===== config.mk =====
export PLATFORM = sky130hd
export DESIGN_NAME = ic_cell
export DESIGN_NICKNAME = d
export VERILOG_FILES = /design/src/ic_pkg.sv /design/src/ic_cell.sv
export SDC_FILE = /design/constraint.sdc
export NUM_CORES = 1
export LEC_CHECK = 0
export BUFFER_PORTS_ARGS = -buffer_cell sky130_fd_sc_hd__clkbuf_2
export CORE_ASPECT_RATIO = 1.25
export CORE_MARGIN = 5
export CORE_UTILIZATION = 47
export DETAILED_ROUTE_END_ITERATION = 6
export PLACE_DENSITY = 0.74
export SYNTH_ARGS = -nofsm -noshare
export SYNTH_HDL_FRONTEND = slang
export SYNTH_SLANG_ARGS = --single-unit

===== constraint.sdc =====
create_clock -name aclk -period 3.8 [get_ports aclk]
set_input_delay 1.14 -clock aclk [delete_from_list [all_inputs] [get_ports aclk]]
set_output_delay 1.14 -clock aclk [all_outputs]
set_load 0.01 [all_outputs]

===== src/ic_pkg.sv =====
// Shared constants and the token type that travels along the comparator chain.
`default_nettype none
package ic_pkg;

    localparam int MAX_ITEMS = 256;
    localparam int VALUE_W   = 32;
    localparam int COUNT_W   = 15;
    localparam int COUNT_MAX = 32767;
    localparam int IDX_W     = $clog2(MAX_ITEMS + 1);
    localparam int PART_W    = $clog2(MAX_ITEMS);
    localparam int TOTAL_RAW = $clog2(MAX_ITEMS * (MAX_ITEMS - 1) / 2 + 1);
    localparam int TOTAL_W   = (TOTAL_RAW > COUNT_W) ? TOTAL_RAW : COUNT_W;

    typedef struct packed {
        logic                      valid;
        logic                      active;   // value takes part in comparisons
        logic                      last;
        logic                      ovf;
        logic signed [VALUE_W-1:0] value;
        logic [PART_W-1:0]         partial;  // stored values greater than this one
    } token_t;

endpackage
`default_nettype wire


===== src/ic_cell.sv =====
// One chain cell: holds one stored value and adds one to the partial count of each smaller token.
`default_nettype none
module ic_cell (
    input  wire logic           aclk,
    input  wire logic           aresetn,
    input  wire logic           advance,
    input  wire ic_pkg::token_t tok_i,
    output ic_pkg::token_t      tok_o
);

    logic                              occ_reg, occ_next;
    logic signed [ic_pkg::VALUE_W-1:0] stored_reg, stored_next;
    ic_pkg::token_t                    tok_reg, tok_next;
    logic                              hit;

    assign hit = tok_i.valid && tok_i.active && occ_reg && (stored_reg > tok_i.value);

    always_comb begin
        occ_next    = occ_reg;
        stored_next = stored_reg;
        tok_next    = tok_i;
        tok_next.partial = tok_i.partial + ic_pkg::PART_W'(hit);
        if (tok_i.valid) begin
            if (tok_i.last) begin
                occ_next = 1'b0;
            end else if (!occ_reg && tok_i.active) begin
                occ_next        = 1'b1;
                stored_next     = tok_i.value;
                // kept here; the empty cells further on must not take it too
                tok_next.active = 1'b0;
            end
        end
    end

    always_ff @(posedge aclk) begin
        if (!aresetn) begin
            occ_reg       <= 1'b0;
            tok_reg.valid <= 1'b0;
        end else if (advance) begin
            occ_reg <= occ_next;
            tok_reg <= tok_next;
        end
        if (advance) begin
            stored_reg <= stored_next;
        end
    end

    assign tok_o = tok_reg;

endmodule
`default_nettype wire


==> results of run 1 <==
[per-layer routing]
| layer | up-vias | track usage [%] |
|---|---|---|
| li1 | 1021 | - |
| met1 | 973 | 16.8 |
| met2 | 66 | 25.5 |
| met3 | 11 | 5.63 |
| met4 | 0 | 4.86 |
| met5 | - | 0 |
[through the flow]
step	TNS, ns	hold WS (ns)	power, mW	setup slack (ns)	cells
finish	0	0.520	1.79	0.333	419
global route	0	0.559	1.87	0.0925	419
CTS	0	0.522	1.81	0.284	419
detailed placement	-0.114	0.508	1.17	-0.0785	403
global placement	-0.0226	0.495	1.16	-0.0226	403
floorplan	0	0.458	1.08	0.331	217
[cells by family after synthesis]
| family | count (synthesis) | synth area share (%) |
|---|---|---|
| fa+ha+maj | 34 | 12.8 |
| flops | 77 | 69.1 |
| xor+xnor | 6 | 1.58 |
| compound gates | 29 | 5.55 |
| simple gates | 37 | 6.87 |
| buf+inv | 33 | 3.74 |
| mux | 1 | 0.302 |
[worst max path at each step]
stage,from,endpoint,slack [ns]
after detailed placement,tok_i[22],tok_o[6],-0.08
after CTS,tok_i[22],tok_o[6],0.28
final,tok_i[22],tok_o[6],0.33
after global routing,tok_i[22],tok_o[6],0.09
after floorplan,tok_i[22],tok_o[6],0.33
after global placement,tok_i[22],tok_o[6],-0.02
[cells in the final DEF (no fill, tap or decap), drive strengths merged, types with 3 or more instances in the layout]
master	count
a21o	3
a21oi	15
buf	6
clkbuf	101
edfxtp	75
ha	34
inv	33
nand2	8
nand3	7
nand4	8
nor2	3
nor2b	3
xnor2	4
[power groups by stage]
stage	sequential, mW	clock (mW)	combinational [mW]
after floorplan	1.02	0	0.0589
after global placement	1.00	0	0.156
after detailed placement	1.00	0	0.162
after CTS	0.984	0.665	0.163
after global routing	0.986	0.703	0.180
final	0.983	0.651	0.159
[worst max-delay path: stages]
cell and delay [ns]:
clkbuf_2 0.10, inv_1 0.04, ha_1 0.32, nand4_2 0.16
nor4_2 0.33, a21boi_2 0.22, o31ai_1 0.11, and3_1 0.20
nor3_2 0.17, ha_1 0.19, ha_1 0.18, and3_1 0.19
nand3_1 0.10, xnor2_1 0.12
[final cells by class]
cell class / instances / area [um^2] / share of cell area [%]
clock buffers: 11 / 131 / 3.17
clock inverters: 5 / 75.1 / 1.81
inverters: 33 / 124 / 2.99
flip-flops and latches: 77 / 2290 / 55.3
multi-input cells: 107 / 912 / 22.0
repair buffers: 96 / 495 / 12.0
well taps: 90 / 113 / 2.72
==> flow_summary.yaml, run 1 <==
worst_setup_path:
  cp.arrival_ns: 3.56
  r2r-start: "stored_reg[14]"
  reg2reg_slack_ns: 0.88
  critPathKind: "in2reg"
  reg2reg_depth: 12
  worstSetupEndpointType: "flip-flop"
  r2r-end: "tok_o[6]"
  critPathMaxFanout: 3
  required_ns: 3.90
  cp-start-kind: "input port"
power:
  leakage_nw: 1.82
  switching_share_pct: 21.6
  combPwrFrac_pct: 8.9
  vdd_drop_max_v: 0.000240
  power_switching_uw: 387
  pwr-share-clk_pct: 36.3
  power_density_nw_per_um2: 433
  intPower_mw: 1.41
  p_seq_share_pct: 54.8
route:
  drtIter0Drc: 90
  routed_wl_um: 6210
  antenna_left: 0
  wl_met1_um: 2410
  firstDrtPassIters: 4
  wl_met3_um: 474
  top_layer_used: "met4"
  wire_per_inst_um: 14.8
  vias_per_cell: 4.94
  wl_met2_um: 3250
  drc: 0
  vias: 2071
floorplan:
  initial_core_util_pct: 47.8
  dieArea_um2: 8840
  pin_count: 91
  rows: 34
  core_um2: 6930
  die_h_um: 104
  dieWidth_um: 85.1
place:
  dp_hpwl_um: 4800
  io_buffers: 90
  gp_congestion: 0.731
  dpl-instance-area_um2: 3940
grt:
  gr-usage-all-layers_pct: 14.8
  overflow: 0
  grt_pass1_wl_um: 10200
  antenna_found_initial: 0
  grt_pass1_vias: 2191
  grt_max_degree: 44
layout:
  finalInstanceArea_um2: 4140
  area_growth_pct: 24.9
  final_util_pct: 59.7
  drive_above_1_share_pct: 35.0
  largest_reg_flops: 44
  diodes: 0
  nets: 405
  fillers: 565
worst_hold_path:
  whs_path_depth: 2
  hold_class: "reg2reg"
  holdPathEnd: "occ_reg"
  min_from: "occ_reg"
sta:
  maxClockFrequency_mhz: 288
  maxSlewViolCount: 0
  setup_viol_count_final: 0
  relSlewSlack_pct: 31.5
  period_share_pct: 91.2
  rsz0062_at_grt: "no"
  hold_viol: 0
  period_minus_slack_ns: 3.47
  fin_skew_ns: 0.00786
  tightest_slew_ns: 1.03
clock_network:
  cts_tree: "built"
  cts_resized: 0
  cts_root_buf: "clkbuf_8"
  cts_hold_buf: 0
  path_clk_slew_ns: 0.08
  htreeDepth: 3
  clk_latency_ns: 0.34
  clock_sinks: 77
  post_cts_buffers: 0
  cts_buffer_depth: 2
  cts_made_buffers: 9
synth:
  synth_area_leaders: "edfxtp_1 68%, ha_1 13%, inv_1 3.7%"
  syn_area_um2: 3320
  yosysWarningCount: 0
  yosysUniqueCellTypes: 31
  synth.avg_cell_area_um2: 15.3
  synth_seq_cells: 77
  synth_cells: 217
  synth_top_cell_by_area: "edfxtp_1"
  ys_seq_area_share_pct: 69.1
  synthFlopType: "edfxtp_1"
  synth.top_cell.area_share_pct: 67.9
  synth_nets: 298
  synth_edf_count: 75
  async_flop_share_pct: 0
  synth_commonest_cells: "75 x edfxtp_1, 34 x ha_1, 33 x inv_1"
  yosysMostFrequentCell: "edfxtp_1"
status:
  status: "completed"
flow_run:
  drv_cap: 0
Note: power is estimated with default switching activity, not from simulation.
==> run 2, diff against run 1 <==
Settings changed: BUFFER_PORTS_ARGS -buffer_cell sky130_fd_sc_hd__clkbuf_2 to -buffer_cell sky130_fd_sc_hd__buf_2, CTS_CLUSTER_DIAMETER set to 150.
==> flow_summary.yaml, run 2 (synthesis results as in run 1) <==
clock_network:
  cts_buffer_depth: 2
  cts_hold_buf: 0
  path_clk_slew_ns: 0.08
  post_cts_buffers: 0
  cts_tree: "built"
  cts_made_buffers: 9
  clock_sinks: 77
  clk_latency_ns: 0.34
  htreeDepth: 3
  cts_root_buf: "clkbuf_8"
route:
  firstDrtPassIters: 4
  drc: 0
  vias: 2020
  antenna_left: 0
  wire_per_inst_um: 14.4
  drtIter0Drc: 56
  vias_per_cell: 4.86
  routed_wl_um: 5980
worst_setup_path:
  cp.arrival_ns: 3.60
  r2r-end: "tok_o[6]"
  required_ns: 3.90
  critPathKind: "in2reg"
  critPathMaxFanout: 3
  worstSetupEndpointType: "flip-flop"
  reg2reg_slack_ns: 0.86
  reg2reg_depth: 12
  r2r-start: "stored_reg[14]"
  cp-start-kind: "input port"
sta:
  relSlewSlack_pct: 32.3
  fin_skew_ns: 0.00928
  period_share_pct: 92.0
  setup_slack_ns: 0.303
  tightest_slew_ns: 1.02
  setup_viol_count_final: 0
  maxSlewViolCount: 0
  setup_tns_ns: 0
  period_minus_slack_ns: 3.50
  hold_viol: 0
  maxClockFrequency_mhz: 286
  rsz0062_at_grt: "no"
place:
  gp_congestion: 0.726
  io_buffers: 90
  dpl.cell_count: 401
  dp_slack_ns: -0.0777
  dp_hpwl_um: 4550
power:
  power_density_nw_per_um2: 433
  vdd_drop_max_v: 0.000283
  p_total_mw: 1.79
  leakage_nw: 1.79
worst_hold_path:
  min_from: "occ_reg"
  hold_class: "reg2reg"
  whs_path_depth: 2
  holdPathEnd: "occ_reg"
floorplan:
  dieArea_um2: 8840
  pin_count: 91
  core_um2: 6930
  rows: 34
  dieWidth_um: 85.1
  die_h_um: 104
  initial_core_util_pct: 47.8
grt:
  grt_use_met2_pct: 23.2
  grt_max_degree: 44
  grt_pass1_wl_um: 9780
  antenna_found_initial: 0
  busiest_layer: "met2"
  grt_pass1_vias: 2058
  use_met1_pct: 17.5
  overflow: 0
  gr-usage-all-layers_pct: 14.3
  grtUsageMet3_pct: 3.65
layout:
  diodes: 0
  stdcell_count: 416
  largest_reg_flops: 44
  layout_commonest_cell: "buf_2"
  final_cell_mix: "90 x buf_2, 75 x edfxtp_1, 34 x ha_1, 33 x inv_1, 15 x a21oi_1"
  final_util_pct: 59.5
  nets: 403
  drive_above_1_share_pct: 35.0
  area_growth_pct: 24.5
flow_run:
  drv_cap: 0
status:
  status: "completed"
-- run 2: metal layers --
metal	up-vias	wire, um
met5	-	0
met4	0	138
met3	10	352
met2	53	2990
met1	943	2500
li1	1014	-
-- run 2: timing repair --
item	in CTS	in global routing
endpoints found under the hold margin	0	0
resized for setup	0	1
endpoints found under the setup margin	0	1
-- run 2: power by group --
group	switching, mW	internal, mW	total, mW	leakage, nW
logic	0.0905	0.0660	0.156	0.983
clock network	0.287	0.363	0.650	0.0998
registers	0.00872	0.973	0.981	0.711
-- run 2: how the worst max path moves through the flow --
| stage | startpoint | end | slack (ns) |
|---|---|---|---|
| global route | tok_i[31] | tok_o[6] | 0.04 |
| floorplan | tok_i[22] | tok_o[6] | 0.33 |
| global placement | tok_i[22] | tok_o[6] | 0.006 |
| finish | tok_i[22] | tok_o[6] | 0.30 |
| CTS | tok_i[31] | tok_o[6] | 0.29 |
| detailed placement | tok_i[31] | tok_o[6] | -0.08 |
-- run 2: area by class of cell --
class	instances	area, um^2
timing repair buffer	94	480
fill	571	2810
inverter	33	124
clock buffer	10	128
multi-input combinational	107	913
clock inverter	5	76.3
sequential	77	2290
tap	90	113
-- run 2: worst max-delay path: stages --
cell	delay (ns)
buf_2	0.10
inv_1	0.04
ha_1	0.33
a21oi_1	0.16
nand2_1	0.08
a221o_1	0.34
o31ai_1	0.32
a21oi_1	0.12
nor3_2	0.16
ha_1	0.21
ha_1	0.18
and3_1	0.19
nand3_1	0.11
xnor2_1	0.13
-- run 2: metrics by stage --
step	area, um^2	hold slack [ns]
after CTS	4130	0.520
after global placement	3920	0.496
after detailed placement	3920	0.506
after global routing	4130	0.544
final	4130	0.525
after floorplan	3320	0.458
