==> src/ic_pkg.sv <==
// Shared constants and the token type that travels along the comparator chain.
`default_nettype none
package ic_pkg;

    localparam int MAX_ITEMS = 256;
    localparam int VALUE_W   = 32;
    localparam int COUNT_W   = 15;
    localparam int COUNT_MAX = 32767;
    localparam int IDX_W     = $clog2(MAX_ITEMS + 1);
    localparam int PART_W    = $clog2(MAX_ITEMS);
    localparam int TOTAL_RAW = $clog2(MAX_ITEMS * (MAX_ITEMS - 1) / 2 + 1);
    localparam int TOTAL_W   = (TOTAL_RAW > COUNT_W) ? TOTAL_RAW : COUNT_W;

    typedef struct packed {
        logic                      valid;
        logic                      active;   // value takes part in comparisons
        logic                      last;
        logic                      ovf;
        logic signed [VALUE_W-1:0] value;
        logic [PART_W-1:0]         partial;  // stored values greater than this one
    } token_t;

endpackage
`default_nettype wire

==> src/ic_tail.sv <==
// Chain exit: sums partial counts and holds the result word for the receiver.
`default_nettype none
module ic_tail (
    input  wire logic                      aclk,
    input  wire logic                      aresetn,
    input  wire ic_pkg::token_t            tok_i,
    output logic                           advance,
    output logic                           m_valid,
    input  wire logic                      m_ready,
    output logic [ic_pkg::COUNT_W-1:0]     m_inversion_count,
    output logic                           m_count_is_odd,
    output logic                           m_overflowed
);

    logic [ic_pkg::TOTAL_W-1:0] total_reg, total_next, sum;
    logic                       valid_reg, valid_next;
    logic [ic_pkg::COUNT_W-1:0] count_reg, count_next;
    logic                       odd_reg, odd_next;
    logic                       ovf_reg, ovf_next;
    logic                       take;

    assign advance = !valid_reg || m_ready;
    assign take    = advance && tok_i.valid;
    assign sum     = total_reg + ic_pkg::TOTAL_W'(tok_i.partial);

    always_comb begin
        total_next = total_reg;
        valid_next = valid_reg && !m_ready;
        count_next = count_reg;
        odd_next   = odd_reg;
        ovf_next   = ovf_reg;
        if (take) begin
            total_next = sum;
            if (tok_i.last) begin
                total_next = '0;
                valid_next = 1'b1;
                odd_next   = sum[0];
                ovf_next   = tok_i.ovf;
                if (sum > ic_pkg::TOTAL_W'(ic_pkg::COUNT_MAX)) begin
                    count_next = ic_pkg::COUNT_W'(ic_pkg::COUNT_MAX);
                end else begin
                    count_next = sum[ic_pkg::COUNT_W-1:0];
                end
            end
        end
    end

    always_ff @(posedge aclk) begin
        if (!aresetn) begin
            total_reg <= '0;
            valid_reg <= 1'b0;
        end else begin
            total_reg <= total_next;
            valid_reg <= valid_next;
        end
        count_reg <= count_next;
        odd_reg   <= odd_next;
        ovf_reg   <= ovf_next;
    end

    assign m_valid           = valid_reg;
    assign m_inversion_count = count_reg;
    assign m_count_is_odd    = odd_reg;
    assign m_overflowed      = ovf_reg;

`ifndef NO_ASSERTIONS
    a_stall_holds: assert property (@(posedge aclk) disable iff (!aresetn)
        (valid_reg && !m_ready) |=> valid_reg)
        else $error("result word lost while stalled");
    a_last_gives_result: assert property (@(posedge aclk) disable iff (!aresetn)
        (take && tok_i.last) |=> valid_reg)
        else $error("closing token gave no result");
    a_total_cleared: assert property (@(posedge aclk) disable iff (!aresetn)
        (take && tok_i.last) |=> (total_reg == '0))
        else $error("running total not cleared after sequence");
    a_parity: assert property (@(posedge aclk) disable iff (!aresetn)
        (valid_reg && count_reg != ic_pkg::COUNT_W'(ic_pkg::COUNT_MAX))
        |-> (odd_reg == count_reg[0]))
        else $error("parity disagrees with count");
`endif

endmodule
`default_nettype wire

==> config.mk <==
export PLATFORM = sky130hd
export DESIGN_NAME = ic_tail
export DESIGN_NICKNAME = d
export VERILOG_FILES = /design/src/ic_pkg.sv /design/src/ic_tail.sv
export SDC_FILE = /design/constraint.sdc
export NUM_CORES = 1
export LEC_CHECK = 0
export BUFFER_PORTS_ARGS = -buffer_cell sky130_fd_sc_hd__buf_2
export CAP_MARGIN = 20
export CELL_PAD_IN_SITES_DETAIL_PLACEMENT = 0
export CELL_PAD_IN_SITES_GLOBAL_PLACEMENT = 1
export CORE_MARGIN = 2
export CORE_UTILIZATION = 32
export DETAILED_ROUTE_END_ITERATION = 10
export HOLD_SLACK_MARGIN = 0.02
export PLACE_DENSITY_LB_ADDON = 0.1
export SYNTH_ARGS = -nofsm -noshare
export SYNTH_HDL_FRONTEND = slang
export SYNTH_SLANG_ARGS = --single-unit
==> constraint.sdc <==
create_clock -name aclk -period 2.1 [get_ports aclk]
set_input_delay 0.21 -clock aclk [delete_from_list [all_inputs] [get_ports aclk]]
set_output_delay 0.21 -clock aclk [all_outputs]
set_load 0.01 [all_outputs]
==> summary.txt, run 1 <==
Setup path
  – Crit path max fanout: 5
  – Critical Path RT: around 2300 ps
  – Critical path depth: 8
  – CP Cell Sequence: ha_4 -> fa_2 -> a21o_1 -> a221oi_4 -> buf_6 -> o21ai_2 -> or3_1 -> o211ai_1
  – Max stage delay on crit path: 370 ps
  – Worst reg2reg endpoint: total_reg[8]
  – Worst Reg-to-Reg Cells: 8
  – Setup crit end kind: register
  – CP bufs+invs: 1
  – Crit path DAT: 2250 ps
  – FF-to-FF setup slack: between 60 and 70 ps
  – Crit start category: register
  – Worst reg2reg path startpoint: total_reg[0]
  – Worst path top cell family by delay: compound AO/OA/AOI/OAI gates
  – Worst setup path category: reg2reg
  – Worst path slowest cell: or3_1

Worst hold path
  – Hold Path Stages: 1
  – Worst Hold End: m_overflowed
  – HP Start: tok_i[40]
  – Hold Crit Class: in2reg

Timing
  – Fmax: 492 MHz
  – Endpoints failing setup: 0
  – Rel. slew slack: 0.710
  – Period utilization: 0.968
  – Clock skew: 7.54 ps
  – Fin crit period: 2030 ps
  – Final number of max-transition violations: 0
  – Setup TNS: 0 ps
  – RSZ-0062 raised after global routing: yes
  – Final Hold Viols: 0
  – Slew @ Worst Pin: 435 ps

Synthesis
  – Cell Area, Synth: between 1500 and 2000 µm²
  – Mapped Cells: about 160
  – EDFF count, synth: 17
  – Mapped Avg Cell Area: 10.8 µm²
  – Yosys warnings: 0
  – Syn Nets: 211
  – Asr flop ratio synth: 0
  – Register area share after synthesis: 0.497
  – #FFs+latches synth: 33
  – Top_reg_cell synth: edfxtp_1
  – Cell variety after synth: 43

Route
  – Vias per cell: 4.90
  – WL met2: 1800 µm
  – WL met3: roughly 150 µm
  – Vias post-DR: 1339
  – Wire length per cell: 13.9 µm
  – # DRC: 0
  – Wl on met1: ~1800 µm
  – DR top layer: met4
  – Starting DRT DRC Count: 75
  – Drt total wl: 3800 µm
  – First-pass DRT Iterations: 4
  – Post-route ant nets: 0

Floorplanning
  – Core area: between 5000 and 6000 µm²
  – Placement Rows: 26
  – Die footprint: 5820 µm²
  – Die H: 76.3 µm
  – I/O pins: between 60 and 70
  – Initial Utilization: 0.330
  – Die width: 76.3 µm

Global route
  – Initial antenna violation count: 0
  – Global-route wire length before repair: around 6400 µm
  – GRT Util Overall: 0.138
  – Largest net degree at the start of global routing: 24
  – Gr ovfl total: 0
  – Vias in the first global route: 1348

Clock tree
  – # hold bufs at CTS: 0
  – Skew-Pair Late Insertion Delay: 280 ps
  – Clock Tree Buf Depth: 2
  – CTS Sinks: 33
  – CTS clk-pin slew, worst paths: 70 ps
  – Htree depth: 2
  – Num CTS Buffers: 5
  – CTS tree: yes
  – Clk root buf: clkbuf_8

Pwr
  – Sequential share of power: 0.502
  – PnR Total Power: 1440 µW
  – NetSw: 360 µW
  – Comb pwr share: 0.156
  – Max IR drop VDD: around 0.23 mV
  – Clock power frac: 0.343
  – Pwr per Cell Area: ~670 nW/µm²
  – Internal Power: 1080 µW
  – Sw frac: 0.250
  – LEAKAGE: 0.000861 µW

Layout
  – FF/Latch Area: 832 µm²
  – Commonest non-fill, non-tap cell in the layout: buf_2
  – Leading cell types in the layout, fill and taps excluded: buf_2, edfxtp_1, nand2_1
  – Diode count: 0
  – Share of layout cells above drive strength 1: 0.325
  – Filler-free cell count of the finished design: approximately 270
  – Util after Layout: 0.424
  – Filler cells: 540
  – Area of the multi-input gates: 856 µm²
  – P&R area growth vs syn: 28.7%
  – NumNets Final: 258

Flow run
  – Number of max-cap violations: 0

Placement
  – Final HPWL DP: 2730 µm
  – Placed insts: 259
  – RD Place Congestion: 0.786
  – IO Port Bufs: 32

Run status
  – Outcome: finished, final reports clean
## metal layers
metal | up-vias | GRT usage
met3 | 4 | 0.0391
met4 | 0 | 0.0436
met1 | 627 | 0.174
met2 | 32 | 0.227
li1 | 676 | -
met5 | - | 0
## repair_timing
action	CTS	global route
pin swaps	6	1
hold endpoints to repair	0	0
buffers inserted	5	2
gates resized for setup	8	2
endpoints found under the setup margin	8	9
## cell families after synthesis
logic type / synth area share
xor+xnor: 0.0681
simple gates: 0.167
compound gates: 0.175
buf+inv: 0.0217
fa+ha+maj: 0.0718
flops: 0.497
## stage by stage
stage | cell area, µm² | worst slack [ps] | hold slack (ps)
after floorplan | 1680 | 39.7 | 309
after global placement | 1970 | -148 | 387
after detailed placement | 1970 | -166 | 389
after CTS | 2130 | -18.8 | 86.0
after global routing | 2150 | -23.9 | 81.8
final | 2150 | 66.6 | 96.5
## worst max path at each step
stage	startpoint	end	slack, ps
3_3_place_gp	tok_i[0]	total_reg[14]	-150
5_1_grt	total_reg[0]	total_reg[14]	-20
6_report	total_reg[0]	total_reg[8]	70
2_1_floorplan	total_reg[0]	total_reg[14]	40
4_1_cts	total_reg[0]	total_reg[14]	-20
3_5_place_dp	tok_i[0]	total_reg[14]	-170
## Yosys cell counts (2+ instances only)
| master | number | area share |
|---|---|---|
| nand4_1 | 2 | 0.0075 |
| o21ai_0 | 3 | 0.0090 |
| nor2b_1 | 6 | 0.022 |
| or3_1 | 3 | 0.011 |
| a22oi_1 | 3 | 0.013 |
| a211oi_1 | 3 | 0.013 |
| nor3b_1 | 3 | 0.013 |
| a21oi_1 | 9 | 0.027 |
| nand4b_1 | 4 | 0.021 |
| a21boi_0 | 2 | 0.0090 |
| dfxtp_1 | 16 | 0.19 |
| xor2_1 | 8 | 0.042 |
| nand3_1 | 4 | 0.012 |
| nor2_1 | 4 | 0.0090 |
| xnor2_1 | 5 | 0.026 |
| a21o_1 | 2 | 0.0090 |
| a21boi_1 | 2 | 0.0090 |
| nand2b_1 | 2 | 0.0075 |
| or4_1 | 2 | 0.0090 |
| nand2_1 | 16 | 0.036 |
| a32o_1 | 2 | 0.012 |
| o211ai_1 | 3 | 0.013 |
| clkbuf_1 | 6 | 0.013 |
| ha_1 | 8 | 0.060 |
| o311ai_1 | 2 | 0.010 |
| and3_1 | 2 | 0.0075 |
| edfxtp_1 | 17 | 0.31 |
## power groups by stage
stage	logic (µW)	registers, µW	clock network [µW]
after floorplan	121	747	0
after global placement	208	736	0
after detailed placement	209	737	0
after CTS	223	723	515
after global routing	249	726	547
final	224	723	494
## cell type report
cell class,instances,share of cell area
tap,70,0.0407
multi-input combinational,113,0.397
timing repair buffer,48,0.132
clock buffer,8,0.0418
sequential,33,0.386
inverter,1,0.00174
Power figures use the tool's default switching activity.
==> inputs of run 2 (changes only) <==
--- a/config.mk
+++ b/config.mk
@@ -16,2 +16,3 @@
 export PLACE_DENSITY_LB_ADDON = 0.1
+export REMOVE_ABC_BUFFERS = 1
 export SYNTH_ARGS = -nofsm -noshare
--- a/constraint.sdc
+++ b/constraint.sdc
@@ -3,2 +3,2 @@
 set_output_delay 0.21 -clock aclk [all_outputs]
-set_load 0.01 [all_outputs]
+set_load 0.1 [all_outputs]
==> run 2 against run 1 <==
  * Cell area grew 2.5%
  * Clock-buffer cell count stayed put
  * Worst setup slack worse by 29 ps
  * Sequential cell count unchanged
  * Global-route usage decreased by 0.39 points
  * First-iteration DRC count fell by 13%
  * Critical path depth did not move
  * Highest routed layer unchanged
==> summary.txt, run 2 (synthesis results as in run 1) <==
Global route
  – Largest net degree at the start of global routing: 24 (unchanged)
  – GRT Util Overall: 0.134 (-0.00392)
  – Vias in the first global route: 1344 (-0.30%)
  – Gr ovfl total: 0 (unchanged)
  – Initial antenna violation count: 0 (unchanged)
  – Global-route wire length before repair: 6110 µm (-3.9%)

Floorplanning
  – Die width: 76.3 µm (unchanged)
  – Die H: 76.3 µm (unchanged)
  – Initial Utilization: 0.330 (unchanged)
  – I/O pins: 66 (unchanged)
  – Core area: 5070 µm² (unchanged)
  – Die footprint: 5820 µm² (unchanged)
  – Placement Rows: 26 (unchanged)

Setup path
  – Crit path max fanout: 5 (unchanged)
  – Crit start category: register
  – Worst setup path category: reg2reg
  – Critical Path RT: 2310 ps (about the same)
  – Crit path DAT: 2270 ps (+20 ps)
  – Setup crit end kind: register

Route
  – # DRC: 0 (unchanged)
  – Vias post-DR: 1324 (-1.1%)
  – Vias per cell: 4.87 (-0.76%)
  – Drt total wl: 3760 µm (-1.0%)
  – Wire length per cell: 13.8 µm (-0.66%)
  – Post-route ant nets: 0 (unchanged)
  – First-pass DRT Iterations: 4 (unchanged)
  – Starting DRT DRC Count: 65 (-13%)

Layout
  – Diode count: 0 (unchanged)
  – Filler-free cell count of the finished design: 272 (-0.37%)
  – Share of layout cells above drive strength 1: 0.351 (+0.0264)
  – Leading cell types in the layout, fill and taps excluded: buf_2, edfxtp_1, nand2_1
  – Area of the multi-input gates: 921 µm² (+7.6%)
  – NumNets Final: 257 (-0.39%)
  – Filler cells: 520 (-3.7%)
  – P&R area growth vs syn: 31.9%
  – Post-layout instance area: 2210 µm² (+2.5%)
  – Commonest non-fill, non-tap cell in the layout: buf_2
  – FF/Latch Area: 832 µm² (unchanged)

Clock tree
  – # hold bufs at CTS: 0 (unchanged)
  – Num CTS Buffers: 5 (unchanged)
  – CTS tree: yes
  – Clk root buf: clkbuf_8
  – CTS clk-pin slew, worst paths: 70 ps (about the same)
  – Clock Tree Buf Depth: 2 (unchanged)
  – Skew-Pair Late Insertion Delay: 280 ps (about the same)
  – Htree depth: 2 (unchanged)
  – CTS Sinks: 33 (unchanged)

Timing
  – Period utilization: 0.982 (+0.0138)
  – Setup TNS: 0 ps (unchanged)
  – Final Hold Viols: 0 (unchanged)
  – Slew @ Worst Pin: 493 ps (+58.5 ps)
  – Endpoints failing setup: 0 (unchanged)
  – Rel. slew slack: 0.673 (-0.0367)
  – Final number of max-transition violations: 0 (unchanged)
  – RSZ-0062 raised after global routing: yes
  – Final worst slack: 37.7 ps (-28.9 ps)
  – Clock skew: 7.93 ps (+0.387 ps)
  – Fin crit period: 2060 ps (+28.9 ps)
  – Fmax: 485 MHz (-1.4%)

Run status
  – Outcome: finished, final reports clean

Pwr
  – Pwr per Cell Area: 713 nW/µm² (+6.5%)
  – PnR Total Power: 1570 µW (+9.2%)
  – LEAKAGE: 0.000847 µW (-1.6%)
  – Max IR drop VDD: 0.237 mV (+1.0%)

Placement
  – DP Worst Slack: -128 ps (+37.6 ps)
  – IO Port Bufs: 32 (unchanged)
  – Final HPWL DP: 2740 µm (+0.25%)
  – RD Place Congestion: 0.734 (-6.7%)
  – Placed cell areas: 1980 µm² (+0.19%)
  – Placed insts: 261 (+0.77%)

Flow run
  – Number of max-cap violations: 0 (unchanged)

Worst hold path
  – Hold Crit Class: in2reg
[run 2: final cells by class]
cell class / instances / area share
multi-input combinational: 113 / 0.417
sequential: 33 / 0.377
timing repair buffer: 47 / 0.124
clock buffer: 8 / 0.0408
tap: 70 / 0.0397
inverter: 1 / 0.00170
[run 2: stage by stage]
step / hold WS (ps) / utilization
floorplan: 309 / -
global route: 107 / 0.435
CTS: 105 / 0.410
detailed placement: 395 / 0.390
finish: 106 / 0.435
global placement: 390 / 0.390
[run 2: timing repair]
action,4_1_cts,5_1_grt
pin swaps,1,8
gates resized for setup,4,16
endpoints found under the setup margin,4,7
buffers inserted,0,3
[run 2: layer usage]
layer / GRT usage / vias up / share of wire
met2: 0.238 / 33 / 0.48
met3: 0.0379 / 8 / 0.045
li1: - / 673 / -
met1: 0.150 / 610 / 0.45
met5: 0 / - / 0
met4: 0.0545 / 0 / 0.016
[run 2: where the power goes]
part / internal [µW] / switching, µW
Combinational: 107 / 256
Sequential: 713 / 12.8
Clock: 267 / 217
Total: 1090 / 486
[run 2: worst max-delay path, cell delays in order (launching register included)]
cell and delay (ps):
dfxtp_2 330, ha_4 160, fa_2 330, a21o_1 190, a221oi_2 260, buf_4 190
o21ai_4 70, or3_1 370, o211ai_1 80
[run 2: worst paths after layout]
check | endpoint | slack, ps | start | depth (start not counted)
worst min-delay path | m_overflowed | 110 | tok_i[40] | 1
worst max register to register | total_reg[8] | 40 | total_reg[0] | 8
worst max-delay path | total_reg[8] | 40 | total_reg[0] | 8
worst min register to register | total_reg[7] | 510 | total_reg[7] | 1
