$ cat src/ic_pkg.sv
// Shared constants and the token type that travels along the comparator chain.
`default_nettype none
package ic_pkg;

    localparam int MAX_ITEMS = 256;
    localparam int VALUE_W   = 32;
    localparam int COUNT_W   = 15;
    localparam int COUNT_MAX = 32767;
    localparam int IDX_W     = $clog2(MAX_ITEMS + 1);
    localparam int PART_W    = $clog2(MAX_ITEMS);
    localparam int TOTAL_RAW = $clog2(MAX_ITEMS * (MAX_ITEMS - 1) / 2 + 1);
    localparam int TOTAL_W   = (TOTAL_RAW > COUNT_W) ? TOTAL_RAW : COUNT_W;

    typedef struct packed {
        logic                      valid;
        logic                      active;   // value takes part in comparisons
        logic                      last;
        logic                      ovf;
        logic signed [VALUE_W-1:0] value;
        logic [PART_W-1:0]         partial;  // stored values greater than this one
    } token_t;

endpackage
`default_nettype wire

$ cat src/ic_front.sv
// Input side: counts stored words, drops extras, builds tokens for the chain.
`default_nettype none
module ic_front (
    input  wire logic                              aclk,
    input  wire logic                              aresetn,
    input  wire logic                              accept,
    input  wire logic signed [ic_pkg::VALUE_W-1:0] value,
    input  wire logic                              last_item,
    output ic_pkg::token_t                         tok_o
);

    logic [ic_pkg::IDX_W-1:0] count_reg, count_next;
    logic                     ovf_reg, ovf_next;
    logic                     room;

    assign room = count_reg < ic_pkg::IDX_W'(ic_pkg::MAX_ITEMS);

    always_comb begin
        count_next    = count_reg;
        ovf_next      = ovf_reg;
        tok_o.valid   = accept && (room || last_item);
        tok_o.active  = room;
        tok_o.last    = last_item;
        tok_o.ovf     = ovf_reg || !room;
        tok_o.value   = value;
        tok_o.partial = '0;
        if (accept) begin
            if (last_item) begin
                count_next = '0;
                ovf_next   = 1'b0;
            end else if (room) begin
                count_next = count_reg + 1'b1;
            end else begin
                ovf_next = 1'b1;
            end
        end
    end

    always_ff @(posedge aclk) begin
        if (!aresetn) begin
            count_reg <= '0;
            ovf_reg   <= 1'b0;
        end else begin
            count_reg <= count_next;
            ovf_reg   <= ovf_next;
        end
    end

endmodule
`default_nettype wire

$ cat config.mk
export PLATFORM = sky130hd
export DESIGN_NAME = ic_front
export DESIGN_NICKNAME = d
export VERILOG_FILES = /design/src/ic_pkg.sv /design/src/ic_front.sv
export SDC_FILE = /design/constraint.sdc
export NUM_CORES = 1
export LEC_CHECK = 0
export BUFFER_PORTS_ARGS = -buffer_cell sky130_fd_sc_hd__buf_4
export CAP_MARGIN = 20
export CORE_MARGIN = 3
export CORE_UTILIZATION = 33
export DETAILED_ROUTE_END_ITERATION = 12
export MAX_ROUTING_LAYER = met4
export PLACE_DENSITY = 0.76
export SLEW_MARGIN = 20
export SYNTH_ARGS = -nofsm -noshare
export SYNTH_HDL_FRONTEND = slang
export SYNTH_SLANG_ARGS = --single-unit
$ cat constraint.sdc
create_clock -name aclk -period 1.5 [get_ports aclk]
set_input_delay 0.15 -clock aclk [delete_from_list [all_inputs] [get_ports aclk]]
set_output_delay 0.15 -clock aclk [all_outputs]
set_load 0.02 [all_outputs]
==> results of run 1 <==
## worst reg2reg max path: cells and delay by family, from the launching register on
family,cells,cell delay [ns]
and+or+nand+nor,2,0.90
DFF,1,0.32
AOI/OAI and AO/OA,1,0.16
## repair_timing
action	in CTS	in global routing
setup endpoints to repair	0	2
setup buffers	0	0
gates resized for setup	0	2
hold buffers	0	0
## power by group through the flow
stage	Combinational (mW)	Clock [mW]	Sequential (mW)
2_1_floorplan	0.184	0	0.276
3_3_place_gp	0.0628	0	0.276
3_5_place_dp	0.0640	0	0.277
4_1_cts	0.0642	0.254	0.270
5_1_grt	0.0717	0.271	0.271
6_report	0.0655	0.249	0.270
## cell usage after synthesis (all sizes together)
cell    instances
buf            43
o21ai           5
inv             4
dfxtp          10
a311oi          2
nand4           2
nor2b           1
or3b            2
o311ai          1
or2             2
o22ai           1
nand2b          2
nand3           5
nor2            2
nand4b          1
nor3b           1
or4             3
a21oi           4
conb            1
or3             1
ha              1
and2            2
a31oi           4
nand2           6
o211ai          3
## cells by family after synthesis
group	count (synthesis)	share of synthesized area [%]
buffers and inverters	47	39.6
and+or+nand+nor	30	20.8
AOI/OAI and AO/OA	20	14.5
DFF	10	23.2
adders and majority gates	1	1.45
other	1	0.435
## per-layer routing
layer  vias up  routed length, um  share of wire, %
met2        47                779                48
met5         -                  0                 0
met1       272                598                37
li1        289                  -                 -
met3        14                200                12
met4         0                 53               3.2
## area by class of cell
class	count	area, um^2
Timing Repair Buffer	12	90.1
Sequential cell	10	200
Tap cell	28	35.0
Fill cell	253	1610
Multi-Input combinational cell	59	354
Clock buffer	4	36.3
Inverter	4	15.0
## layout by cell type (no fill, tap or decap), drive strengths merged
cell type  instances
buf               12
nand3              5
or2                2
inv                4
or3                1
nor2               2
a311oi             2
nor3b              1
conb               8
o311ai             1
clkbuf             4
nand2b             2
or4                3
nand4              2
o211ai             3
or3b               2
nand4b             1
o21ai              5
nor2b              1
a31oi              4
a21oi              4
ha                 1
nand2              6
o22ai              1
and2               2
dfxtp             10
## final timing paths
check / startpoint / end / slack (ns) / depth (start not counted)
max: count_reg[8]$_SDFFE_PN0P_ / count_reg[6]$_SDFFE_PN0P_ / 0.06 / 3
min: accept / ovf_reg$_SDFFE_PN0P_ / 0.14 / 3
min reg2reg: ovf_reg$_SDFFE_PN0P_ / ovf_reg$_SDFFE_PN0P_ / 0.46 / 2
max reg2reg: count_reg[8]$_SDFFE_PN0P_ / count_reg[6]$_SDFFE_PN0P_ / 0.06 / 3
==> tab_implementation.tex, run 1 <==
\begin{tabular}{lr}
\hline
Metric & Value \\
\hline
\multicolumn{2}{l}{\textbf{Power}} \\
\quad Pwr Density & 800 mW/mm\^{}2 \\
\quad Internal & 434 uW \\
\quad Lkg Pwr & 0.269 nW \\
\quad Fraction of power consumed by sequential logic & 46.3\% \\
\quad Sw Pwr & 151 uW \\
\quad Switch share & 25.8\% \\
\quad Combinational group share of total power & 11.2\% \\
\quad Fraction of power consumed by the clock network & 42.5\% \\
\quad Worst-case vdd ir drop & 0.383 mV \\
\quad Total design power & 585 uW \\
\multicolumn{2}{l}{\textbf{Floorplan}} \\
\quad Die span in x & 57.1 um \\
\quad Number of placement rows & 17 \\
\quad Core area & 0.00234 mm\^{}2 \\
\quad Number of I/O pins & 80 \\
\quad Overall die height & 57.1 um \\
\quad Initial Util & 36.8\% \\
\quad Area enclosed by the die boundary & 0.00326 mm\^{}2 \\
\multicolumn{2}{l}{\textbf{Place}} \\
\quad GP Congestion & 0.851 \\
\quad Post-Place Cells & 113 \\
\quad Worst Setup Slack post-DPL & 0.0827 ns \\
\quad Count of input and output buffers & 7 \\
\quad Detailed placement HPWL & 1200 um \\
\quad Placed instance area & 687 um\^{}2 \\
\multicolumn{2}{l}{\textbf{STA}} \\
\quad Tmin final & 1.44 ns \\
\quad RSZ-0062 raised after global routing & no \\
\quad Total negative setup slack & 0 ns \\
\quad Setup Viol. Count Final & 0 \\
\quad Skew final & 0.00370 ns \\
\quad Pins over their slew limit & 0 \\
\quad Worst Slack Setup Final & 0.0572 ns \\
\quad Minimum hold slack & 0.140 ns \\
\quad Final period util & 96.2\% \\
\quad Final Hold Violating Endpoints & 0 \\
\quad Maximum clock frequency & 693 MHz \\
\multicolumn{2}{l}{\textbf{Cells and area}} \\
\quad NumNets Final & 127 \\
\quad Antenna Diode Count & 0 \\
\quad Final Core Density & 31.2\% \\
\quad Non-Filler Instances & 117 \\
\quad Max reg flops & 9 \\
\quad Area of all placed cells without fillers & 731 um\^{}2 \\
\quad Area Growth Syn to Fin & -15.2\% \\
\quad Share of post-route cells with drive strength above 1 & 23.6\% \\
\multicolumn{2}{l}{\textbf{Global route}} \\
\quad Busiest grt layer & met2 \\
\quad M3 GR Usage & 4.98\% \\
\quad First-pass GRT wire length & 2550 um \\
\quad Via count of the first global-routing pass & 542 \\
\quad Aggregate global routing overflow & 0 \\
\quad Pin count of the biggest net entering global routing & 10 \\
\quad Met1 layer usage reported by global route & 11.6\% \\
\quad Antenna violations before repair & 0 \\
\quad Total routing usage reported by global routing & 10.4\% \\
\quad Met2 usage in global routing & 15.5\% \\
\multicolumn{2}{l}{\textbf{Clock network}} \\
\quad Clk Latency, worst-skew pair & 0.27 ns \\
\quad TritonCTS Buffers & 3 \\
\quad Clock Pin Slew Worst Setup and Hold Paths & 0.07 ns \\
\quad Clock sinks & 10 \\
\quad CTS root buffer & clkbuf\_4 \\
\quad CTS tree & built \\
\quad Maximum number of buffers from clock root to sink & 2 \\
\quad Maximum level of the CTS H-tree & 1 \\
\multicolumn{2}{l}{\textbf{Synth}} \\
\quad Synthesized flop and latch total & 10 \\
\quad Largest area contributor in the synthesized netlist & buf\_4 \\
\quad Synthesized netlist cell count & 109 \\
\quad Mapped Avg Cell Area & 7.91 um\^{}2 \\
\quad Post-synth cell types & 27 \\
\quad Total of warnings raised by yosys & 0 \\
\quad Area fraction of the dominant cell type after synthesis & 36.6\% \\
\quad Dominant cells by area after synthesis & buf\_4, dfxtp\_1, a31oi\_1, nand3\_1, o21ai\_0 \\
\quad Sequential fraction of the synthesis area & 23.2\% \\
\quad Synthesized area & 862 um\^{}2 \\
\multicolumn{2}{l}{\textbf{Worst setup path}} \\
\quad Startpoint-to-endpoint class of the critical path & reg -> reg \\
\quad Buffer and inverter count on the worst path & 0 \\
\quad CP delay by family, top & simple AND/OR/NAND/NOR gates \\
\quad Data arrival time of the critical path & 1.64 ns \\
\quad CP max FO & 2 \\
\quad Highest cell delay on the worst timing path & 0.51 ns \\
\quad Cells traversed along the worst timing path & or3b\_1 > or4\_1 > a31oi\_1 \\
\quad Kind of start point of the critical path & flip-flop \\
\quad Required time of the critical path & 1.70 ns \\
\quad Category of the worst setup path capture point & flip-flop \\
\quad Cell with the largest stage delay on the worst path & or4\_1 \\
\multicolumn{2}{l}{\textbf{Routing}} \\
\quad Iteration-0 DRC count of the detailed router & 22 \\
\quad 1st-pass router iterations & 6 \\
\quad Count of unresolved DRC violations after routing & 0 \\
\quad Total vias in the final route & 622 \\
\quad Drt via density & 5.32 \\
\quad Mean routed wirelength per cell & 13.9 um \\
\quad Total wire length after detailed routing & 1630 um \\
\quad Post-DRT Antenna Nets & 0 \\
\multicolumn{2}{l}{\textbf{Worst hold path}} \\
\quad Tightest Hold Check Type & in -> reg \\
\multicolumn{2}{l}{\textbf{Job}} \\
\quad Max-Cap Viols & 0 \\
\multicolumn{2}{l}{\textbf{Run status}} \\
\quad Run status & completed \\
\hline
\end{tabular}
No activity file was read; power rests on OpenSTA's default activity.
==> run 2, diff against run 1 <==
ABC_AREA = 1   (was not set)
CORE_ASPECT_RATIO = 0.6   (was not set)
PLACE_DENSITY = 0.77   (was 0.76)
==> tab_implementation.tex, run 2 <==
\begin{tabular}{lr}
\hline
Metric & Value \\
\hline
\multicolumn{2}{l}{\textbf{Run status}} \\
\quad Run status & completed \\
\multicolumn{2}{l}{\textbf{Power}} \\
\quad Pwr Density & 975 mW/mm\^{}2 (+22\%) \\
\quad Worst-case vdd ir drop & 0.213 mV (-44\%) \\
\quad Total design power & 682 uW (+17\%) \\
\quad Lkg Pwr & 0.297 nW (+11\%) \\
\multicolumn{2}{l}{\textbf{Routing}} \\
\quad Iteration-0 DRC count of the detailed router & 24 (+9.1\%) \\
\quad Total vias in the final route & 539 (-13\%) \\
\quad Total wire length after detailed routing & 1290 um (-21\%) \\
\quad Met3 routed wirelength & 114 um (-43\%) \\
\quad Met1 layer wirelength in the final routing & 539 um (-9.9\%) \\
\quad Routed length on met2 & 587 um (-25\%) \\
\quad Mean routed wirelength per cell & 10.3 um (-26\%) \\
\quad Count of unresolved DRC violations after routing & 0 (unchanged) \\
\quad Post-DRT Antenna Nets & 0 (unchanged) \\
\quad Top Layer Used & met4 \\
\quad Drt via density & 4.31 (-19\%) \\
\quad 1st-pass router iterations & 4 (-2) \\
\multicolumn{2}{l}{\textbf{Synth}} \\
\quad Synthesized flop and latch total & 10 (unchanged) \\
\quad XOR/XNOR share of the synthesized area & 0\% (unchanged) \\
\quad Combinational family with the most area after synthesis & buffers and inverters \\
\quad Mapped Avg Cell Area & 7.09 um\^{}2 (-10\%) \\
\quad Post-synth EDFFs & 0 (unchanged) \\
\quad Synth Flop Type & dfxtp\_1 \\
\quad Library cell with the highest instance count after synthesis & buf\_4 \\
\quad Dominant cells by area after synthesis & buf\_4, dfxtp\_1, nand2\_1, a21oi\_1, inv\_1 \\
\quad Synthesized area & 843 um\^{}2 (-2.2\%) \\
\quad Mux cell area share after synthesis & 0\% (unchanged) \\
\quad Adder-cell share of the synthesized area & 1.48\% (+0.032 points) \\
\quad Fraction of the mapped netlist area in simple logic gates & 20.5\% (-0.28 points) \\
\quad Area fraction of the dominant cell type after synthesis & 37.4\% (+0.81 points) \\
\quad Total of warnings raised by yosys & 0 (unchanged) \\
\quad Fraction of registers with async set or reset after synthesis & 0\% (unchanged) \\
\quad Largest area contributor in the synthesized netlist & buf\_4 \\
\quad Sequential fraction of the synthesis area & 23.7\% (+0.52 points) \\
\quad Most common library cells after synthesis & buf\_4, nand2\_1, dfxtp\_1 \\
\quad Post-synth cell types & 20 (-26\%) \\
\quad Synthesized netlist cell count & 119 (+9.2\%) \\
\quad Share of the synthesized area in compound gates (AO/OA/AOI/OAI) & 11.0\% (-3.5 points) \\
\multicolumn{2}{l}{\textbf{Worst hold path}} \\
\quad Tightest Hold Check Type & in -> reg \\
\multicolumn{2}{l}{\textbf{Worst setup path}} \\
\quad Kind of start point of the critical path & flip-flop \\
\quad Category of the worst setup path capture point & output pin \\
\quad Data arrival time of the critical path & 1.17 ns (-0.47 ns) \\
\quad Startpoint-to-endpoint class of the critical path & reg -> out \\
\quad Required time of the critical path & 1.35 ns (-0.35 ns) \\
\quad CP max FO & 8 (+6) \\
\multicolumn{2}{l}{\textbf{Clock network}} \\
\quad Maximum number of buffers from clock root to sink & 2 (unchanged) \\
\quad Clock sinks & 10 (unchanged) \\
\quad Clock Pin Slew Worst Setup and Hold Paths & 0.05 ns (-0.02 ns) \\
\quad Maximum level of the CTS H-tree & 1 (unchanged) \\
\quad TritonCTS Buffers & 3 (unchanged) \\
\quad CTS root buffer & clkbuf\_8 \\
\quad CTS tree & built \\
\quad Clk Latency, worst-skew pair & 0.24 ns (-0.03 ns) \\
\quad Post-cts gate resize count & 0 (unchanged) \\
\quad Post-CTS Setup Inserts & 0 (unchanged) \\
\quad Hold-fix buffers, CTS & 0 (unchanged) \\
\multicolumn{2}{l}{\textbf{Cells and area}} \\
\quad NumNets Final & 133 (+4.7\%) \\
\quad Antenna Diode Count & 0 (unchanged) \\
\quad Filler instances & 234 (-7.5\%) \\
\quad Multi-input gate area & 308 um\^{}2 (-13\%) \\
\quad Area taken by flip-flops and latches & 200 um\^{}2 (unchanged) \\
\quad Commonest non-fill, non-tap cells in the layout & nand2\_1, dfxtp\_1, a21oi\_1, inv\_1, conb\_1 \\
\quad Share of post-route cells with drive strength above 1 & 26.3\% (+2.7 points) \\
\quad Max reg flops & 9 (unchanged) \\
\quad Area Growth Syn to Fin & -17.1\% \\
\quad Final Core Density & 30.5\% (-0.73 points) \\
\quad Most common cell after layout, fill and taps aside & nand2\_1 \\
\multicolumn{2}{l}{\textbf{Floorplan}} \\
\quad Core area & 0.00229 mm\^{}2 (-2.0\%) \\
\quad Area enclosed by the die boundary & 0.00322 mm\^{}2 (-1.3\%) \\
\quad Die span in x & 71.3 um (+25\%) \\
\quad Number of placement rows & 13 (-4) \\
\quad Number of I/O pins & 80 (unchanged) \\
\quad Initial Util & 36.8\% (-0.075 points) \\
\quad Overall die height & 45.2 um (-21\%) \\
\multicolumn{2}{l}{\textbf{STA}} \\
\quad Final period util & 88.2\% (-8.0 points) \\
\quad Tmin final & 1.32 ns (-0.120 ns) \\
\quad Total negative setup slack & 0 ns (unchanged) \\
\quad Skew final & 0.00299 ns (-0.000714 ns) \\
\quad RSZ-0062 raised after global routing & no \\
\quad Pins over their slew limit & 0 (unchanged) \\
\quad Setup Viol. Count Final & 0 (unchanged) \\
\quad Maximum clock frequency & 756 MHz (+9.0\%) \\
\quad Final Hold Violating Endpoints & 0 (unchanged) \\
\multicolumn{2}{l}{\textbf{Global route}} \\
\quad Aggregate global routing overflow & 0 (unchanged) \\
\quad First-pass GRT wire length & 2070 um (-19\%) \\
\quad Antenna violations before repair & 0 (unchanged) \\
\quad Total routing usage reported by global routing & 8.97\% (-1.4 points) \\
\quad Pin count of the biggest net entering global routing & 9 (-1) \\
\quad Via count of the first global-routing pass & 470 (-13\%) \\
\multicolumn{2}{l}{\textbf{Job}} \\
\quad Max-Cap Viols & 0 (unchanged) \\
\multicolumn{2}{l}{\textbf{Place}} \\
\quad GP Congestion & 0.799 (-6.1\%) \\
\quad Count of input and output buffers & 7 (unchanged) \\
\quad Detailed placement HPWL & 982 um (-18\%) \\
\hline
\end{tabular}
-- run 2: cell count changes in the layout (fill, tap and decap cells not counted), sizes merged, moves of 3 or more --
cell / delta
o211ai: -3
a31oi: -4
nor2: +5
nand2: +17
a21oi: +7
or4: -3
inv: +7
buf: -5
-- run 2: through the flow --
stage | hold slack [ns] | instance area, um^2 | worst slack, ns | cells
final | 0.198 | 699 | 0.177 | 125
after global routing | 0.196 | 699 | 0.120 | 125
after CTS | 0.189 | 699 | 0.163 | 125
after detailed placement | 0.300 | 644 | 0.331 | 121
after global placement | 0.300 | 644 | 0.408 | 121
after floorplan | 0.286 | 870 | 0.441 | 126
-- run 2: final cells by class --
cell class / count / share of cell area (%)
repair buffers: 7 / 7.51
clock buffers: 4 / 7.87
multi-input cells: 62 / 44.0
flip-flops and latches: 10 / 28.6
inverters: 12 / 6.62
well taps: 30 / 5.37
-- run 2: final timing paths --
path | cells after the start | to | slack, ns | startpoint
hold / removal | 3 | count_reg[7]$_SDFFE_PN0P_ | 0.20 | aresetn
setup / recovery | 4 | tok_o[43] | 0.18 | count_reg[8]$_SDFFE_PN0P_
setup reg to reg | 7 | count_reg[6]$_SDFFE_PN0P_ | 0.33 | count_reg[0]$_SDFFE_PN0P_
hold reg to reg | 2 | count_reg[7]$_SDFFE_PN0P_ | 0.47 | count_reg[7]$_SDFFE_PN0P_
-- run 2: metal layers --
| metal | GRT usage, % | vias to the layer above |
|---|---|---|
| met1 | 9.30 | 231 |
| met3 | 5.78 | 9 |
| met2 | 12.0 | 24 |
| met5 | - | - |
| li1 | - | 275 |
| met4 | 7.12 | 0 |
-- run 2: critical path, stage by stage (launching register included) --
cell	delay (ns)
dfxtp_1	0.42
nor2_4	0.08
nor2_4	0.20
inv_2	0.07
buf_4	0.16
-- run 2: kinds of logic after synthesis --
| family | after synthesis |
|---|---|
| AND/OR/NAND/NOR | 36 |
| other | 1 |
| adder cells (fa/ha/maj) | 1 |
| flip-flops | 10 |
| buffers and inverters | 54 |
| AO/OA/AOI/OAI | 17 |
-- run 2: power by group --
part | internal (mW) | leakage, nW | switching [mW]
sequential | 0.269 | 0.0807 | 0.00227
combinational | 0.0183 | 0.188 | 0.0493
clock | 0.231 | 0.0288 | 0.112
==> run 3, diff against run 2 <==
--- a/config.mk
+++ b/config.mk
@@ -13,4 +13,5 @@
 export CORE_UTILIZATION = 33
 export DETAILED_ROUTE_END_ITERATION = 12
+export GPL_TIMING_DRIVEN = 0
 export MAX_ROUTING_LAYER = met4
 export PLACE_DENSITY = 0.77
==> constraint.sdc (replaced) <==
create_clock -name aclk -period 1.5 [get_ports aclk]
set_input_delay 0.15 -clock aclk [delete_from_list [all_inputs] [get_ports aclk]]
set_output_delay 0.15 -clock aclk [all_outputs]
set_load 0.01 [all_outputs]
==> tab_implementation.tex, run 3 (same netlist as run 2, synthesis figures left out) <==
\begin{tabular}{lr}
\hline
Metric & Value \\
\hline
\multicolumn{2}{l}{\textbf{Cells and area}} \\
\quad Max reg flops & 9 (unchanged) \\
\quad Most common cell after layout, fill and taps aside & buf\_4 \\
\quad Filler instances & 223 (-4.7\%) \\
\quad Final Core Density & 54.1\% (+24 points) \\
\quad Commonest non-fill, non-tap cells in the layout & buf\_4, nand2\_1, dfxtp\_1, a21oi\_1 \\
\quad NumNets Final & 207 (+56\%) \\
\quad Share of post-route cells with drive strength above 1 & 58.3\% (+32 points) \\
\quad Area Growth Syn to Fin & 47.2\% \\
\quad Antenna Diode Count & 0 (unchanged) \\
\multicolumn{2}{l}{\textbf{Worst setup path}} \\
\quad Startpoint-to-endpoint class of the critical path & reg -> out \\
\quad Data arrival time of the critical path & 1.14 ns (-0.03 ns) \\
\quad Required time of the critical path & 1.35 ns (about the same) \\
\quad CP max FO & 8 (unchanged) \\
\quad CP Launch Point & count\_reg[8]\$\_SDFFE\_PN0P\_ \\
\quad Category of the worst setup path capture point & output pin \\
\quad Worst R2R Path Depth & 7 (unchanged) \\
\quad Crit Reg-Reg Startpoint & count\_reg[0]\$\_SDFFE\_PN0P\_ \\
\quad Kind of start point of the critical path & flip-flop \\
\multicolumn{2}{l}{\textbf{Routing}} \\
\quad Mean routed wirelength per cell & 10.5 um (+2.1\%) \\
\quad 1st-pass router iterations & 4 (unchanged) \\
\quad Count of unresolved DRC violations after routing & 0 (unchanged) \\
\quad Total vias in the final route & 810 (+50\%) \\
\quad Total wire length after detailed routing & 2080 um (+62\%) \\
\quad Post-DRT Antenna Nets & 0 (unchanged) \\
\quad Iteration-0 DRC count of the detailed router & 22 (-8.3\%) \\
\quad Drt via density & 4.09 (-5.1\%) \\
\multicolumn{2}{l}{\textbf{Global route}} \\
\quad Total routing usage reported by global routing & 13.0\% (+4.1 points) \\
\quad First-pass GRT wire length & 3170 um (+53\%) \\
\quad Pin count of the biggest net entering global routing & 9 (unchanged) \\
\quad Antenna violations before repair & 0 (unchanged) \\
\quad Via count of the first global-routing pass & 760 (+62\%) \\
\quad Aggregate global routing overflow & 0 (unchanged) \\
\multicolumn{2}{l}{\textbf{Clock network}} \\
\quad Clock sinks & 10 (unchanged) \\
\quad Post-CTS Setup Inserts & 0 (unchanged) \\
\quad Maximum level of the CTS H-tree & 1 (unchanged) \\
\quad CTS root buffer & clkbuf\_8 \\
\quad TritonCTS Buffers & 3 (unchanged) \\
\quad Post-cts gate resize count & 0 (unchanged) \\
\quad Maximum number of buffers from clock root to sink & 2 (unchanged) \\
\quad Hold-fix buffers, CTS & 0 (unchanged) \\
\quad CTS tree & built \\
\quad Clk Latency, worst-skew pair & 0.24 ns (about the same) \\
\quad Clock Pin Slew Worst Setup and Hold Paths & 0.05 ns (about the same) \\
\multicolumn{2}{l}{\textbf{Power}} \\
\quad Internal & 582 uW (+12\%) \\
\quad Switch share & 25.1\% (+1.2 points) \\
\quad Pwr Density & 627 mW/mm\^{}2 (-36\%) \\
\quad Fraction of power consumed by the clock network & 35.6\% (-15 points) \\
\quad Fraction of power consumed by sequential logic & 34.9\% (-4.9 points) \\
\quad Total design power & 778 uW (+14\%) \\
\quad Combinational group share of total power & 29.5\% (+20 points) \\
\quad Worst-case vdd ir drop & 0.410 mV (+93\%) \\
\quad Lkg Pwr & 0.650 nW (+120\%) \\
\quad Sw Pwr & 196 uW (+20\%) \\
\multicolumn{2}{l}{\textbf{Floorplan}} \\
\quad Area enclosed by the die boundary & 0.00322 mm\^{}2 (unchanged) \\
\quad Number of placement rows & 13 (unchanged) \\
\quad Die span in x & 71.3 um (unchanged) \\
\quad Number of I/O pins & 80 (unchanged) \\
\quad Overall die height & 45.2 um (unchanged) \\
\quad Initial Util & 36.8\% (unchanged) \\
\quad Core area & 0.00229 mm\^{}2 (unchanged) \\
\multicolumn{2}{l}{\textbf{STA}} \\
\quad Tmin final & 1.29 ns (-0.0321 ns) \\
\quad Setup Viol. Count Final & 0 (unchanged) \\
\quad Total negative setup slack & 0 ns (unchanged) \\
\quad Skew final & 0.00766 ns (+0.00467 ns) \\
\quad Pins over their slew limit & 0 (unchanged) \\
\quad Final period util & 86.1\% (-2.1 points) \\
\quad RSZ-0062 raised after global routing & no \\
\quad Maximum clock frequency & 775 MHz (+2.5\%) \\
\quad Final Hold Violating Endpoints & 0 (unchanged) \\
\quad Minimum hold slack & 0.195 ns (-0.00235 ns) \\
\multicolumn{2}{l}{\textbf{Worst hold path}} \\
\quad Cells on Worst Hold Path & 3 (unchanged) \\
\quad Tightest Hold Check Type & in -> reg \\
\quad Hold path start & aresetn \\
\multicolumn{2}{l}{\textbf{Place}} \\
\quad Detailed placement HPWL & 1800 um (+83\%) \\
\quad GP Congestion & 0.753 (-5.9\%) \\
\quad Count of input and output buffers & 39 (+32) \\
\multicolumn{2}{l}{\textbf{Job}} \\
\quad Max-Cap Viols & 0 (unchanged) \\
\multicolumn{2}{l}{\textbf{Run status}} \\
\quad Run status & completed \\
\hline
\end{tabular}
## run 3: cell count changes in the layout (fill, tap and decap cells not counted), sizes merged
cell / before / now
buf: 7 / 81
clkbuf: 4 / 3
## run 3: layer usage
| layer | share of wire [%] | wire length, um | vias up | GRT usage (%) |
|---|---|---|---|---|
| li1 | - | - | 418 | - |
| met1 | 34 | 714 | 360 | 13.2 |
| met2 | 58 | 1210 | 30 | 24.5 |
| met3 | 6.3 | 132 | 2 | 4.67 |
| met4 | 1.0 | 21 | 0 | 3.37 |
| met5 | 0 | 0 | - | - |
## run 3: final timing paths
check,end,slack [ns]
worst min-delay path,count_reg[7]$_SDFFE_PN0P_,0.20
worst max-delay path,tok_o[43],0.21
worst min register to register,count_reg[7]$_SDFFE_PN0P_,0.47
worst max register to register,count_reg[6]$_SDFFE_PN0P_,0.33
## run 3: power by group through the flow
stage          registers, mW  clock network, mW  logic, mW
3_3_place_gp           0.276                  0      0.226
3_5_place_dp           0.277                  0      0.231
2_1_floorplan          0.276                  0      0.142
6_report               0.272              0.277      0.230
4_1_cts                0.271              0.282      0.231
5_1_grt                0.271              0.300      0.248
## run 3: final cells by class
type / count / area (um^2) / share of cell area (%)
inverters: 12 / 46.3 / 3.73
flip-flops and latches: 10 / 200 / 16.1
repair buffers: 39 / 293 / 23.6
multi-input cells: 62 / 308 / 24.8
plain buffers: 42 / 315 / 25.4
well taps: 30 / 37.5 / 3.02
clock buffers: 3 / 41.3 / 3.33
## run 3: stage by stage
step / setup WS, ns / cells / instance area (um^2)
2_1_floorplan: 0.441 / 126 / 870
3_5_place_dp: 0.339 / 195 / 1200
6_report: 0.209 / 198 / 1240
5_1_grt: 0.128 / 198 / 1240
3_3_place_gp: 0.374 / 195 / 1200
4_1_cts: 0.202 / 198 / 1240
## run 3: worst max-delay path: stages (launching register included)
cell and delay (ns):
dfxtp_1 0.43, nor2_4 0.09, nor2_4 0.19, inv_2 0.06, buf_4 0.14
